==> src/rtl/ttc_pkg.sv <==
// Shared types and constants for the trigger sync block.
`default_nettype none
package ttc_pkg;

  localparam int unsigned CODE_W  = 6;
  localparam int unsigned OUT_W   = 12;
  localparam int unsigned CFG_W   = 12;
  localparam int unsigned CFG_A_W = 3;

  // opcodes the block comes out of reset with
  localparam logic [CODE_W-1:0] DEF_OP_RESYNC = 6'd3;
  localparam logic [CODE_W-1:0] DEF_OP_BC0    = 6'd1;
  localparam logic [CODE_W-1:0] DEF_OP_START  = 6'd6;
  localparam logic [CODE_W-1:0] DEF_OP_STOP   = 6'd7;

  typedef enum logic [CFG_A_W-1:0] {
    CFG_OFFSET     = 3'd0,
    CFG_LONG_ORBIT = 3'd1,
    CFG_OP_RESYNC  = 3'd2,
    CFG_OP_BC0     = 3'd3,
    CFG_OP_START   = 3'd4,
    CFG_OP_STOP    = 3'd5
  } cfg_idx_e;

  typedef enum logic [1:0] {
    ST_STOP   = 2'd0,
    ST_RESYNC = 2'd1,
    ST_WAIT   = 2'd2,
    ST_RUN    = 2'd3
  } run_state_e;

  typedef struct packed {
    logic resync;
    logic bc0;
    logic start;
    logic stop;
  } cmd_t;

  typedef struct packed {
    logic [CODE_W-1:0] resync;
    logic [CODE_W-1:0] bc0;
    logic [CODE_W-1:0] start;
    logic [CODE_W-1:0] stop;
  } opcodes_t;

endpackage
`default_nettype wire

==> src/rtl/ttc_cmd_decode.sv <==
// Strobed command compare against the four configured opcodes.
`default_nettype none
module ttc_cmd_decode (
  input  wire logic [ttc_pkg::CODE_W-1:0] code_i,
  input  wire logic                       strobe_i,
  input  wire ttc_pkg::opcodes_t          ops_i,
  output ttc_pkg::cmd_t                   cmd_o
);

  // several opcodes may be equal; all matches are flagged
  assign cmd_o.resync = strobe_i && (code_i == ops_i.resync);
  assign cmd_o.bc0    = strobe_i && (code_i == ops_i.bc0);
  assign cmd_o.start  = strobe_i && (code_i == ops_i.start);
  assign cmd_o.stop   = strobe_i && (code_i == ops_i.stop);

endmodule
`default_nettype wire

==> src/rtl/ttc_sync_fsm.sv <==
// Run-state machine with registered trigger-stop and DAQ reset flags.
`default_nettype none
module ttc_sync_fsm (
  input  wire logic          clk_i,
  input  wire logic          rst_ni,
  input  wire logic          step_i,
  input  wire logic          hard_reset_n_i,
  input  wire logic          test_enable_i,
  input  wire ttc_pkg::cmd_t cmd_i,
  output logic               stop_flag_o,
  output logic               daq_flag_o
);

  ttc_pkg::run_state_e state_q, state_d;
  logic stop_q, stop_d;
  logic daq_q, daq_d;

  always_ff @(posedge clk_i or negedge rst_ni) begin
    if (!rst_ni) begin
      state_q <= ttc_pkg::ST_STOP;
      stop_q  <= 1'b1;
      daq_q   <= 1'b0;
    end else if (step_i) begin
      state_q <= state_d;
      stop_q  <= stop_d;
      daq_q   <= daq_d;
    end
  end

  always_comb begin
    state_d = state_q;
    stop_d  = 1'b0;
    daq_d   = 1'b0;
    if (!hard_reset_n_i) begin
      state_d = ttc_pkg::ST_STOP;
      stop_d  = 1'b1;
      daq_d   = 1'b1;
    end else begin
      unique case (state_q)
        ttc_pkg::ST_STOP: begin
          stop_d = 1'b1;
          if (cmd_i.resync)     state_d = ttc_pkg::ST_RESYNC;
          else if (cmd_i.start) state_d = ttc_pkg::ST_WAIT;
        end
        ttc_pkg::ST_RESYNC: begin
          stop_d  = 1'b1;
          daq_d   = 1'b1;
          state_d = ttc_pkg::ST_WAIT;
        end
        ttc_pkg::ST_WAIT: begin
          stop_d = 1'b1;
          if (cmd_i.bc0)         state_d = ttc_pkg::ST_RUN;
          else if (cmd_i.resync) state_d = ttc_pkg::ST_RESYNC;
          else if (cmd_i.stop)   state_d = ttc_pkg::ST_STOP;
        end
        default: begin
          if (cmd_i.stop)        state_d = ttc_pkg::ST_STOP;
          else if (cmd_i.resync) state_d = ttc_pkg::ST_RESYNC;
        end
      endcase
      if (test_enable_i) stop_d = 1'b0;
    end
  end

  assign stop_flag_o = stop_q;
  assign daq_flag_o  = daq_q;

endmodule
`default_nettype wire

==> src/rtl/ttc_bx_counter.sv <==
// Bunch-crossing counter with orbit wrap, BC0 load and BC0 capture.
`default_nettype none
module ttc_bx_counter #(
  parameter int unsigned COUNT_WIDTH = 12,
  parameter int unsigned LONG_ORBIT  = 3564,
  parameter int unsigned SHORT_ORBIT = 924
) (
  input  wire logic                   clk_i,
  input  wire logic                   rst_ni,
  input  wire logic                   step_i,
  input  wire logic                   hard_reset_n_i,
  input  wire logic                   bc0_i,
  input  wire logic                   long_orbit_i,
  input  wire logic [COUNT_WIDTH-1:0] offset_i,
  output logic      [COUNT_WIDTH-1:0] count_o,
  output logic      [COUNT_WIDTH-1:0] captured_o
);

  localparam logic [COUNT_WIDTH-1:0] LongTc  = COUNT_WIDTH'(LONG_ORBIT - 1);
  localparam logic [COUNT_WIDTH-1:0] ShortTc = COUNT_WIDTH'(SHORT_ORBIT - 1);

  logic [COUNT_WIDTH-1:0] cnt_q, cnt_d;
  logic [COUNT_WIDTH-1:0] cap_q, cap_d;
  logic [COUNT_WIDTH-1:0] term;

  assign term = long_orbit_i ? LongTc : ShortTc;

  // the offset is loaded only on hard reset and on BC0; the resync state has no offset load
  always_comb begin
    cap_d = cap_q;
    if (!hard_reset_n_i) begin
      cnt_d = offset_i;
    end else if (bc0_i) begin
      cap_d = cnt_q;
      cnt_d = offset_i;
    end else if (cnt_q == term) begin
      cnt_d = '0;
    end else begin
      cnt_d = cnt_q + 1'b1;
    end
  end

  always_ff @(posedge clk_i or negedge rst_ni) begin
    if (!rst_ni) begin
      cnt_q <= '0;
      cap_q <= '0;
    end else if (step_i) begin
      cnt_q <= cnt_d;
      cap_q <= cap_d;
    end
  end

  assign count_o    = cnt_q;
  assign captured_o = cap_q;

endmodule
`default_nettype wire

==> src/rtl/ttc_trigger_sync_fsm_unit.sv <==
// Top level: TTC command decode, run-state machine and bunch-crossing counter.
// An accepted item's result is valid in the cycle after it is accepted.
// Throughput: one item per cycle; in_ready_o stays high while the result
//   register is empty or being drained in the same cycle.
// Reset (rst_ni low, async): config registers to defaults, stop state,
//   trigger stopped, counter and capture zero, no result pending.
`default_nettype none
module ttc_trigger_sync_fsm_unit #(
  parameter int unsigned COUNT_WIDTH = 12,
  parameter int unsigned LONG_ORBIT  = 3564,
  parameter int unsigned SHORT_ORBIT = 924
) (
  input  wire logic                          clk_i,
  input  wire logic                          rst_ni,
  // config write port
  input  wire logic                          cfg_we_i,
  input  wire logic [ttc_pkg::CFG_A_W-1:0]   cfg_addr_i,
  input  wire logic [ttc_pkg::CFG_W-1:0]     cfg_data_i,
  // input items (one per clock tick of the machine)
  input  wire logic                          in_valid_i,
  output logic                               in_ready_o,
  input  wire logic                          hard_reset_n_i,
  input  wire logic                          test_enable_i,
  input  wire logic [ttc_pkg::CODE_W-1:0]    command_code_i,
  input  wire logic                          command_strobe_i,
  // result items
  output logic                               out_valid_o,
  input  wire logic                          out_ready_i,
  output logic [ttc_pkg::OUT_W-1:0]          crossing_count_o,
  output logic                               daq_counter_reset_o,
  output logic                               trigger_stopped_o,
  output logic                               resync_seen_o,
  output logic                               bc0_seen_o,
  output logic                               start_seen_o,
  output logic                               stop_seen_o,
  output logic [ttc_pkg::OUT_W-1:0]          count_before_bc0_o
);

  // common width for moving between the counter and the 12-bit ports
  localparam int unsigned XW = (COUNT_WIDTH > ttc_pkg::OUT_W) ? COUNT_WIDTH : ttc_pkg::OUT_W;

  // ---------------------------------------------------------------------------
  // Configuration registers
  // ---------------------------------------------------------------------------
  logic [ttc_pkg::CFG_W-1:0] offset_q;
  logic                      long_orbit_q;
  ttc_pkg::opcodes_t         ops_q;

  always_ff @(posedge clk_i or negedge rst_ni) begin
    if (!rst_ni) begin
      offset_q     <= '0;
      long_orbit_q <= 1'b1;
      ops_q.resync <= ttc_pkg::DEF_OP_RESYNC;
      ops_q.bc0    <= ttc_pkg::DEF_OP_BC0;
      ops_q.start  <= ttc_pkg::DEF_OP_START;
      ops_q.stop   <= ttc_pkg::DEF_OP_STOP;
    end else if (cfg_we_i) begin
      unique case (cfg_addr_i)
        ttc_pkg::CFG_OFFSET:     offset_q     <= cfg_data_i;
        ttc_pkg::CFG_LONG_ORBIT: long_orbit_q <= cfg_data_i[0];
        ttc_pkg::CFG_OP_RESYNC:  ops_q.resync <= cfg_data_i[ttc_pkg::CODE_W-1:0];
        ttc_pkg::CFG_OP_BC0:     ops_q.bc0    <= cfg_data_i[ttc_pkg::CODE_W-1:0];
        ttc_pkg::CFG_OP_START:   ops_q.start  <= cfg_data_i[ttc_pkg::CODE_W-1:0];
        ttc_pkg::CFG_OP_STOP:    ops_q.stop   <= cfg_data_i[ttc_pkg::CODE_W-1:0];
        default: ; // unmapped index, dropped
      endcase
    end
  end

  // ---------------------------------------------------------------------------
  // Handshake. The state registers double as the result register: they only
  // move on accept, and accept needs the result slot empty or freeing up.
  // ---------------------------------------------------------------------------
  logic in_fire;
  logic out_valid_q;

  assign in_ready_o = !out_valid_q || out_ready_i;
  assign in_fire    = in_valid_i && in_ready_o;

  always_ff @(posedge clk_i or negedge rst_ni) begin
    if (!rst_ni) begin
      out_valid_q <= 1'b0;
    end else if (in_fire) begin
      out_valid_q <= 1'b1;
    end else if (out_ready_i) begin
      out_valid_q <= 1'b0;
    end
  end

  assign out_valid_o = out_valid_q;

  // ---------------------------------------------------------------------------
  // Decode, state machine, counter
  // ---------------------------------------------------------------------------
  ttc_pkg::cmd_t cmd;

  ttc_cmd_decode u_decode (
    .code_i   (command_code_i),
    .strobe_i (command_strobe_i),
    .ops_i    (ops_q),
    .cmd_o    (cmd)
  );

  ttc_sync_fsm u_fsm (
    .clk_i          (clk_i),
    .rst_ni         (rst_ni),
    .step_i         (in_fire),
    .hard_reset_n_i (hard_reset_n_i),
    .test_enable_i  (test_enable_i),
    .cmd_i          (cmd),
    .stop_flag_o    (trigger_stopped_o),
    .daq_flag_o     (daq_counter_reset_o)
  );

  logic [XW-1:0]          offset_x;
  logic [COUNT_WIDTH-1:0] offset_c;
  logic [COUNT_WIDTH-1:0] count_c;
  logic [COUNT_WIDTH-1:0] cap_c;
  logic [XW-1:0]          count_x;
  logic [XW-1:0]          cap_x;

  // offset is truncated or zero-extended to the counter width
  assign offset_x = XW'(offset_q);
  assign offset_c = offset_x[COUNT_WIDTH-1:0];

  ttc_bx_counter #(
    .COUNT_WIDTH (COUNT_WIDTH),
    .LONG_ORBIT  (LONG_ORBIT),
    .SHORT_ORBIT (SHORT_ORBIT)
  ) u_counter (
    .clk_i          (clk_i),
    .rst_ni         (rst_ni),
    .step_i         (in_fire),
    .hard_reset_n_i (hard_reset_n_i),
    .bc0_i          (cmd.bc0),
    .long_orbit_i   (long_orbit_q),
    .offset_i       (offset_c),
    .count_o        (count_c),
    .captured_o     (cap_c)
  );

  assign count_x            = XW'(count_c);
  assign cap_x              = XW'(cap_c);
  assign crossing_count_o   = count_x[ttc_pkg::OUT_W-1:0];
  assign count_before_bc0_o = cap_x[ttc_pkg::OUT_W-1:0];

  // command flags of the tick held in the result slot
  ttc_pkg::cmd_t seen_q;

  always_ff @(posedge clk_i or negedge rst_ni) begin
    if (!rst_ni) begin
      seen_q <= '0;
    end else if (in_fire) begin
      seen_q <= cmd;
    end
  end

  assign resync_seen_o = seen_q.resync;
  assign bc0_seen_o    = seen_q.bc0;
  assign start_seen_o  = seen_q.start;
  assign stop_seen_o   = seen_q.stop;

`ifndef NO_ASSERTIONS
  // a hard reset tick leaves triggers stopped and the DAQ reset pulsing
  a_hard_reset_flags: assert property (@(posedge clk_i) disable iff (!rst_ni)
    (in_fire && !hard_reset_n_i) |=> (trigger_stopped_o && daq_counter_reset_o))
    else $error("hard reset did not set stop and DAQ reset flags");

  // BC0 captures the counter value held before the tick
  a_bc0_capture: assert property (@(posedge clk_i) disable iff (!rst_ni)
    (in_fire && hard_reset_n_i && cmd.bc0) |=>
      (count_before_bc0_o == $past(crossing_count_o)))
    else $error("BC0 capture mismatch");

  // the result state only moves on an accepted item
  a_state_holds: assert property (@(posedge clk_i) disable iff (!rst_ni)
    !in_fire |=> ($stable(crossing_count_o) && $stable(count_before_bc0_o) &&
                  $stable(trigger_stopped_o) && $stable(daq_counter_reset_o)))
    else $error("state changed without an accepted item");
`endif

endmodule
`default_nettype wire

==> config.mk <==
export PLATFORM = sky130hd
export DESIGN_NAME = ttc_trigger_sync_fsm_unit
export DESIGN_NICKNAME = d
export VERILOG_FILES = /design/src/rtl/ttc_pkg.sv /design/src/rtl/ttc_cmd_decode.sv /design/src/rtl/ttc_sync_fsm.sv /design/src/rtl/ttc_bx_counter.sv /design/src/rtl/ttc_trigger_sync_fsm_unit.sv
export SDC_FILE = /design/constraint.sdc
export NUM_CORES = 1
export LEC_CHECK = 0
export ABC_AREA = 1
export ABC_CLOCK_PERIOD_IN_PS = 1670
export BUFFER_PORTS_ARGS = -buffer_cell sky130_fd_sc_hd__buf_2
export CAP_MARGIN = 15
export CORE_UTILIZATION = 35
export CTS_BUF_LIST = sky130_fd_sc_hd__clkbuf_4
export DETAILED_ROUTE_END_ITERATION = 8
export HOLD_SLACK_MARGIN = 0.03
export MAX_ROUTING_LAYER = met4
export PLACE_DENSITY_LB_ADDON = 0.15
export RECOVER_POWER = 25
export SETUP_SLACK_MARGIN = 0.02
export SLEW_MARGIN = 20
export SYNTH_ARGS = -nofsm -noshare
export SYNTH_HDL_FRONTEND = slang
export SYNTH_SLANG_ARGS = --single-unit
==> constraint.sdc <==
create_clock -name clk_i -period 1.67 [get_ports clk_i]
set_input_delay 0.334 -clock clk_i [delete_from_list [all_inputs] [get_ports clk_i]]
set_output_delay 0.334 -clock clk_i [all_outputs]
set_load 0.03 [all_outputs]
-- Word-level counts from Yosys, hierarchy flattened
Cells that the tools add are included.
- register bits after elaboration: 70
- output and inout bits: 32
- bits of input ports: 29
- reduce and logical (&&, ||, !) cells: 19
- multiplexer cells: 20
- add/subtract/negate cells: 1
- equal/unequal tests: 15
- operators by type and width (cell ; count):
    $mux 12 ; 4
    $eq 6x6->1 ; 4
    $mux 2 ; 8
    $add 12x1->12 const B ; 1
    $eq 12x12->1 ; 1
    $reduce_and 2->1 ; 6
    $mux 1 ; 7
    $eq 3x2->1 const B ; 2
    $eq 3x3->1 const B ; 2
    $ne 6x1->1 const B ; 1
    $pmux 2 s3 ; 1
    $logic_and 1x1->1 ; 5
    $ne 5x4->1 const B ; 1
    $ne 4x4->1 const B ; 1
    $reduce_and 4->1 ; 1
    $eq 3x1->1 const B ; 1
    $logic_not 3->1 ; 1
    $reduce_and 3->1 ; 1
    $reduce_or 3->1 ; 1
    $eq 2x1->1 const B ; 1
    $eq 2x2->1 const B ; 1
    $logic_not 2->1 ; 1
    $reduce_bool 2->1 ; 1
    $logic_not 1->1 ; 1
    $logic_or 1x1->1 ; 1

-- Longest topological paths before layout
- word-level depth: 7
- mapped depth: 13

-- Cells and area by module
A second synthesis with hierarchy kept.
- cells, all modules: 536
- area, all modules: 4003.8 µm²
- modules (own cells, without submodules) (module ; times used ; cells an instance ; area each (µm²)):
    ttc_trigger_sync_fsm_unit ; 1 ; 197 ; 1756.7
    ttc_bx_counter ; 1 ; 174 ; 1470.2
    ttc_cmd_decode ; 1 ; 118 ; 462.9
    ttc_sync_fsm ; 1 ; 47 ; 314.1

-- Worst setup path after synthesis
No wires, ideal clock.
- path type: register to register
- start: register out_valid_q (netlist: out_valid_o)
- end: register u_fsm.state_q[0]
- arrival: 1.602 ns
- buffers on the path: 0
- clock period less this slack: 1.718 ns
- cell stages (with the launch flop): 11
- slack: -0.048 ns
- library setup time: 0.117 ns
- cell sequence: dfrtp_1 nand2_1 nand2_1 inv_2 nand3_1 nor2_1 nand2_1 nand2_1 nand2_1 nand2_1 nand2_1
- word-level cells in the longest chain between the ends: 4
- ends and longest elaborated chain (element ; line ; RTL):
    from (decl) ; ttc_trigger_sync_fsm_unit.sv:75 ; logic out_valid_q;
    from (signal assigned) ; ttc_trigger_sync_fsm_unit.sv:82 ; out_valid_q <= 1'b0;
    from (signal assigned) ; ttc_trigger_sync_fsm_unit.sv:84 ; out_valid_q <= 1'b1;
    from (signal assigned) ; ttc_trigger_sync_fsm_unit.sv:86 ; out_valid_q <= 1'b0;
    $logic_not 1->1 ; ttc_trigger_sync_fsm_unit.sv:77 ; assign in_ready_o = !out_valid_q || out_ready_i;
    $logic_or 1x1->1 ; ttc_trigger_sync_fsm_unit.sv:77 ;
    via in_ready_o ; ttc_trigger_sync_fsm_unit.sv:21 ; output logic in_ready_o,
    $logic_and 1x1->1 ; ttc_trigger_sync_fsm_unit.sv:78 ; assign in_fire = in_valid_i && in_ready_o;
    $reduce_and 4->1 (no source line) ; n/a ;
    to (signal assigned) ; ttc_sync_fsm.sv:20 ; state_q <= ttc_pkg::ST_STOP;
    to (signal assigned) ; ttc_sync_fsm.sv:24 ; state_q <= state_d;
    to (decl) ; ttc_sync_fsm.sv:14 ; ttc_pkg::run_state_e state_q, state_d;
The timed path passes the listed nets, and every way through them passes these cells.
A chain may end at the register's enable or synchronous reset.

-- Worst setup path in the final report
- start: register ops_q[12] (netlist bit)
- end: register u_counter.cap_q[11] (netlist: u_counter.captured_o[11])
- word-level cells in the longest chain between the ends: 3
- ends and longest elaborated chain (element ; line ; RTL):
    from (decl) ; ttc_trigger_sync_fsm_unit.sv:47 ; ttc_pkg::opcodes_t ops_q;
    $eq 6x6->1 ; ttc_cmd_decode.sv:12 ; assign cmd_o.bc0 = strobe_i && (code_i == ops_i.bc0);
    $logic_and 1x1->1 ; ttc_cmd_decode.sv:12 ;
    $reduce_and 3->1 (no source line) ; n/a ;
    to (signal assigned) ; ttc_bx_counter.sv:49 ; cap_q <= cap_d;
    to (decl) ; ttc_bx_counter.sv:23 ; logic [COUNT_WIDTH-1:0] cap_q, cap_d;
No other way between the ends.

==> results.toml <==
[placed_design]
dp_hpwl_mm = 6.40
place.port_buffers = 60
gp_congestion = 0.870
dp_worst_setup_slack_ns = -0.0503
dpl.cell_count = 663

[sta]
grt_setup_unrepaired = "yes"
relSlewSlack_pct = 36.6
worstMarginPinSlew_ns = 0.951
finalCriticalPeriod_ns = 1.62
fin_skew_ns = 0.0198
finalHoldViolCount = 0
period_share_pct = 97.3
drv_slew = 0
layout_setup_ws_ns = 0.0454
max_freq_ghz = 0.616
finalSetupViolations = 0

[worst_setup_path]
worst_path_dominant_cell_family = "simple AND/OR/NAND/NOR gates"
cp_cell_sequence = "inv_2 -> nand2_1 -> nand3_1 -> nor2_2 -> nand2_2 -> inv_2 -> nand3_2 -> o21ai_2"
crit_path_start = "ops_q[12]"
worstPathMaxFanout = 6
rr_startpoint = "ops_q[12]"
cp_num_cells = 8
r2r_slack_ns = 0.05
max_stage_delay_ns = 0.58
cp_num_buf_inv = 2
cpMostUsedCell = "inv_2"
ff2ff_path_depth = 8
crit_path_end_kind = "flip-flop"
critical_path_arrival_ns = 1.99
worst-setup-path-type = "reg -> reg"
crit_slowest_cell = "dfstp_2"
cp.required_ns = 2.03
start_kind = "flip-flop"

[flow_run]
max-cap-violations = 0

[clock_network]
cts_buffers = 9
root_buffer = "clkbuf_4"
cts_buffer_depth = 2
cts_sinks = 70
cts_max_level = 3
clkTransAtPathRegs_ns = 0.14
cts_tree = "built"
clk_latency_ns = 0.43

[finish]
postLayoutCoreUtil_pct = 43.9
fillers = 1100
multi_input_area_mm2 = 0.00174
areaGrowthSynthToFinish_pct = 21.9
antenna_cells = 0
final_cells = 687
regArea_mm2 = 0.00176
final_net_count = 581
final_layout_size_suffix_gt1_share_pct = 30.9

[grt]
grt_max_degree = 71
overflow = 0
use_met1_pct = 22.9
grt_pass1_vias = 3010
grt-busiest-layer = "met2"
grt_pass1_wl_mm = 15.0
gr-usage-met3_pct = 3.18
grt_use_met2_pct = 28.6
antenna_found_initial = 0
grt_usage_pct = 17.9

[yosys]
synth_xor_area_share_pct = 1.90
syn-num-nets = 497
synth_top_family_by_area = "simple AND/OR/NAND/NOR gates"
synthAdderAreaFrac_pct = 2.03
synthMuxAreaShare_pct = 1.83
synth_simple_gate_area_share_pct = 27.4
ys_seq_area_share_pct = 47.7
ys_async_sr_fraction_pct = 100
ys.warnings.count = 0
netlist_area_mm2 = 0.00370
syn_area_per_cell_um2 = 8.00
synth_cell_types = 35
ys_ff_latch = 70
syn-instance-count = 462
synth_edf_count = 0
synth_compound_area_share_pct = 11.7
synthFlopType = "dfrtp_1"

[hold_path]
min_from = "cfg_data_i[8]"
whs_path_depth = 2
hp-class = "in -> reg"

[routing]
dr.pass1.iters = 6
vias = 3184
postRouteAntennaNets = 0
post_drt_wl_per_cell_um = 13.1
wirelength_mm = 8.98
drt_iter0_drc = 97
drc = 0
vias_per_cell = 4.63

[floorplan]
ios = 61
initial_core_util_pct = 36.0
rows = 37
die_y_um = 105
die_w_um = 105
design.core.area_mm2 = 0.0103
die_area_mm2 = 0.0110

[status]
status = "completed"

[power]
power_leakage_nw = 2.29
ir_drop_mv = 0.429
power_density_mw_per_mm2 = 1130
==> sequential cells by signal, indices dropped and copies added (netlist names) <==
register	count
bc0_seen_o	1
long_orbit_q	1
offset_c	12
ops_q	24
out_valid_o	1
resync_seen_o	1
start_seen_o	1
stop_seen_o	1
u_counter.captured_o	12
u_counter.count_o	12
u_fsm.daq_flag_o	1
u_fsm.state_q	2
u_fsm.stop_flag_o	1
==> routing by layer <==
metal  vias up  part of all wire [%]
met1      1470                    48
met4         0                   1.3
met3         9                   3.3
li1       1643                     -
met5         -                     0
met2        62                    48
==> cells in the mapped netlist (all sizes together) (2+ instances only) <==
master    n  area [um2]
nand3    23         128
nand4     4        25.0
or2       5        31.3
mux2      6        67.6
inv      55         206
dfstp    10         263
xor2      7        61.3
a22oi     3        37.5
buf       4        42.5
a21oi     8        40.0
a31oi     2        12.5
o211ai    2        15.0
o21ai    50         295
clkbuf    7        26.3
nor3      3        31.3
dfrtp    60        1500
nand2   147         587
nor2     55         211
ha        6        75.1
==> placed cells by master (no fill, tap or decap), types with 2 or more instances in the layout <==
| master | n |
|---|---|
| nor2_1 | 51 |
| nand2_1 | 132 |
| a31oi_1 | 2 |
| dfrtp_1 | 60 |
| nand4_1 | 4 |
| a21oi_1 | 8 |
| bufinv_16 | 2 |
| or2_2 | 5 |
| inv_2 | 11 |
| buf_4 | 17 |
| ha_1 | 5 |
| nor2_2 | 3 |
| nand3_4 | 2 |
| a22oi_2 | 3 |
| o21ai_0 | 37 |
| xor2_1 | 7 |
| inv_1 | 43 |
| dfstp_2 | 10 |
| buf_2 | 59 |
| mux2_2 | 6 |
| nand2_2 | 14 |
| o21ai_2 | 12 |
| clkbuf_4 | 10 |
| nand3_2 | 4 |
| o211ai_1 | 2 |
| nand3_1 | 20 |
| clkinvlp_4 | 2 |
| nand2_4 | 2 |
==> area by class of cell <==
type	instances	area share, %
repair buffers	80	10.3
inverters	55	4.64
multi-input cells	330	38.5
well taps	136	3.77
flip-flops and latches	70	39.1
clock inverters	7	2.14
clock buffers	9	1.50
==> cells by family (layout without fill, tap and decap cells) <==
family | Yosys count | in the layout
fa+ha+maj | 6 | 6
xor+xnor | 8 | 8
simple gates | 237 | 241
mux | 6 | 6
flops | 70 | 70
compound gates | 69 | 69
buf+inv | 66 | 151
==> power breakdown <==
group | internal (mW) | leakage [nW] | switching, mW
Clock | 0.609 | 0.0802 | 0.672
Sequential | 2.02 | 0.862 | 0.283
Combinational | 0.559 | 1.35 | 0.939
Total | 3.19 | 2.29 | 1.89
==> repair_timing <==
item | CTS | global route
pin swaps | 0 | 6
hold endpoints to repair | 60 | 0
gates cloned | 1 | 3
hold buffers | 1 | 0
setup buffers | 0 | 3
resized for setup | 2 | 11
setup endpoints to repair | 13 | 24
==> path summary, 6_finish.rpt <==
check	end
max	u_counter.captured_o[11]
min	offset_c[8]
max reg2reg	u_counter.captured_o[11]
max in group asynchronous	offset_c[1]
min reg2reg	u_fsm.stop_flag_o
min in group asynchronous	u_counter.captured_o[5]
==> stage by stage <==
| step | TNS, ns | area (um2) | total power [mW] | hold WS [ns] |
|---|---|---|---|---|
| 2_1_floorplan | 0 | 3700 | 3.31 | 0.0384 |
| 3_3_place_gp | -0.399 | 4250 | 3.77 | 0.391 |
| 3_5_place_dp | -0.534 | 4250 | 3.80 | 0.392 |
| 4_1_cts | 0 | 4440 | 5.11 | 0.102 |
| 5_1_grt | -0.284 | 4510 | 5.43 | 0.0951 |
| 6_report | 0 | 4510 | 5.09 | 0.122 |
Note: power is estimated with default switching activity, not from simulation.
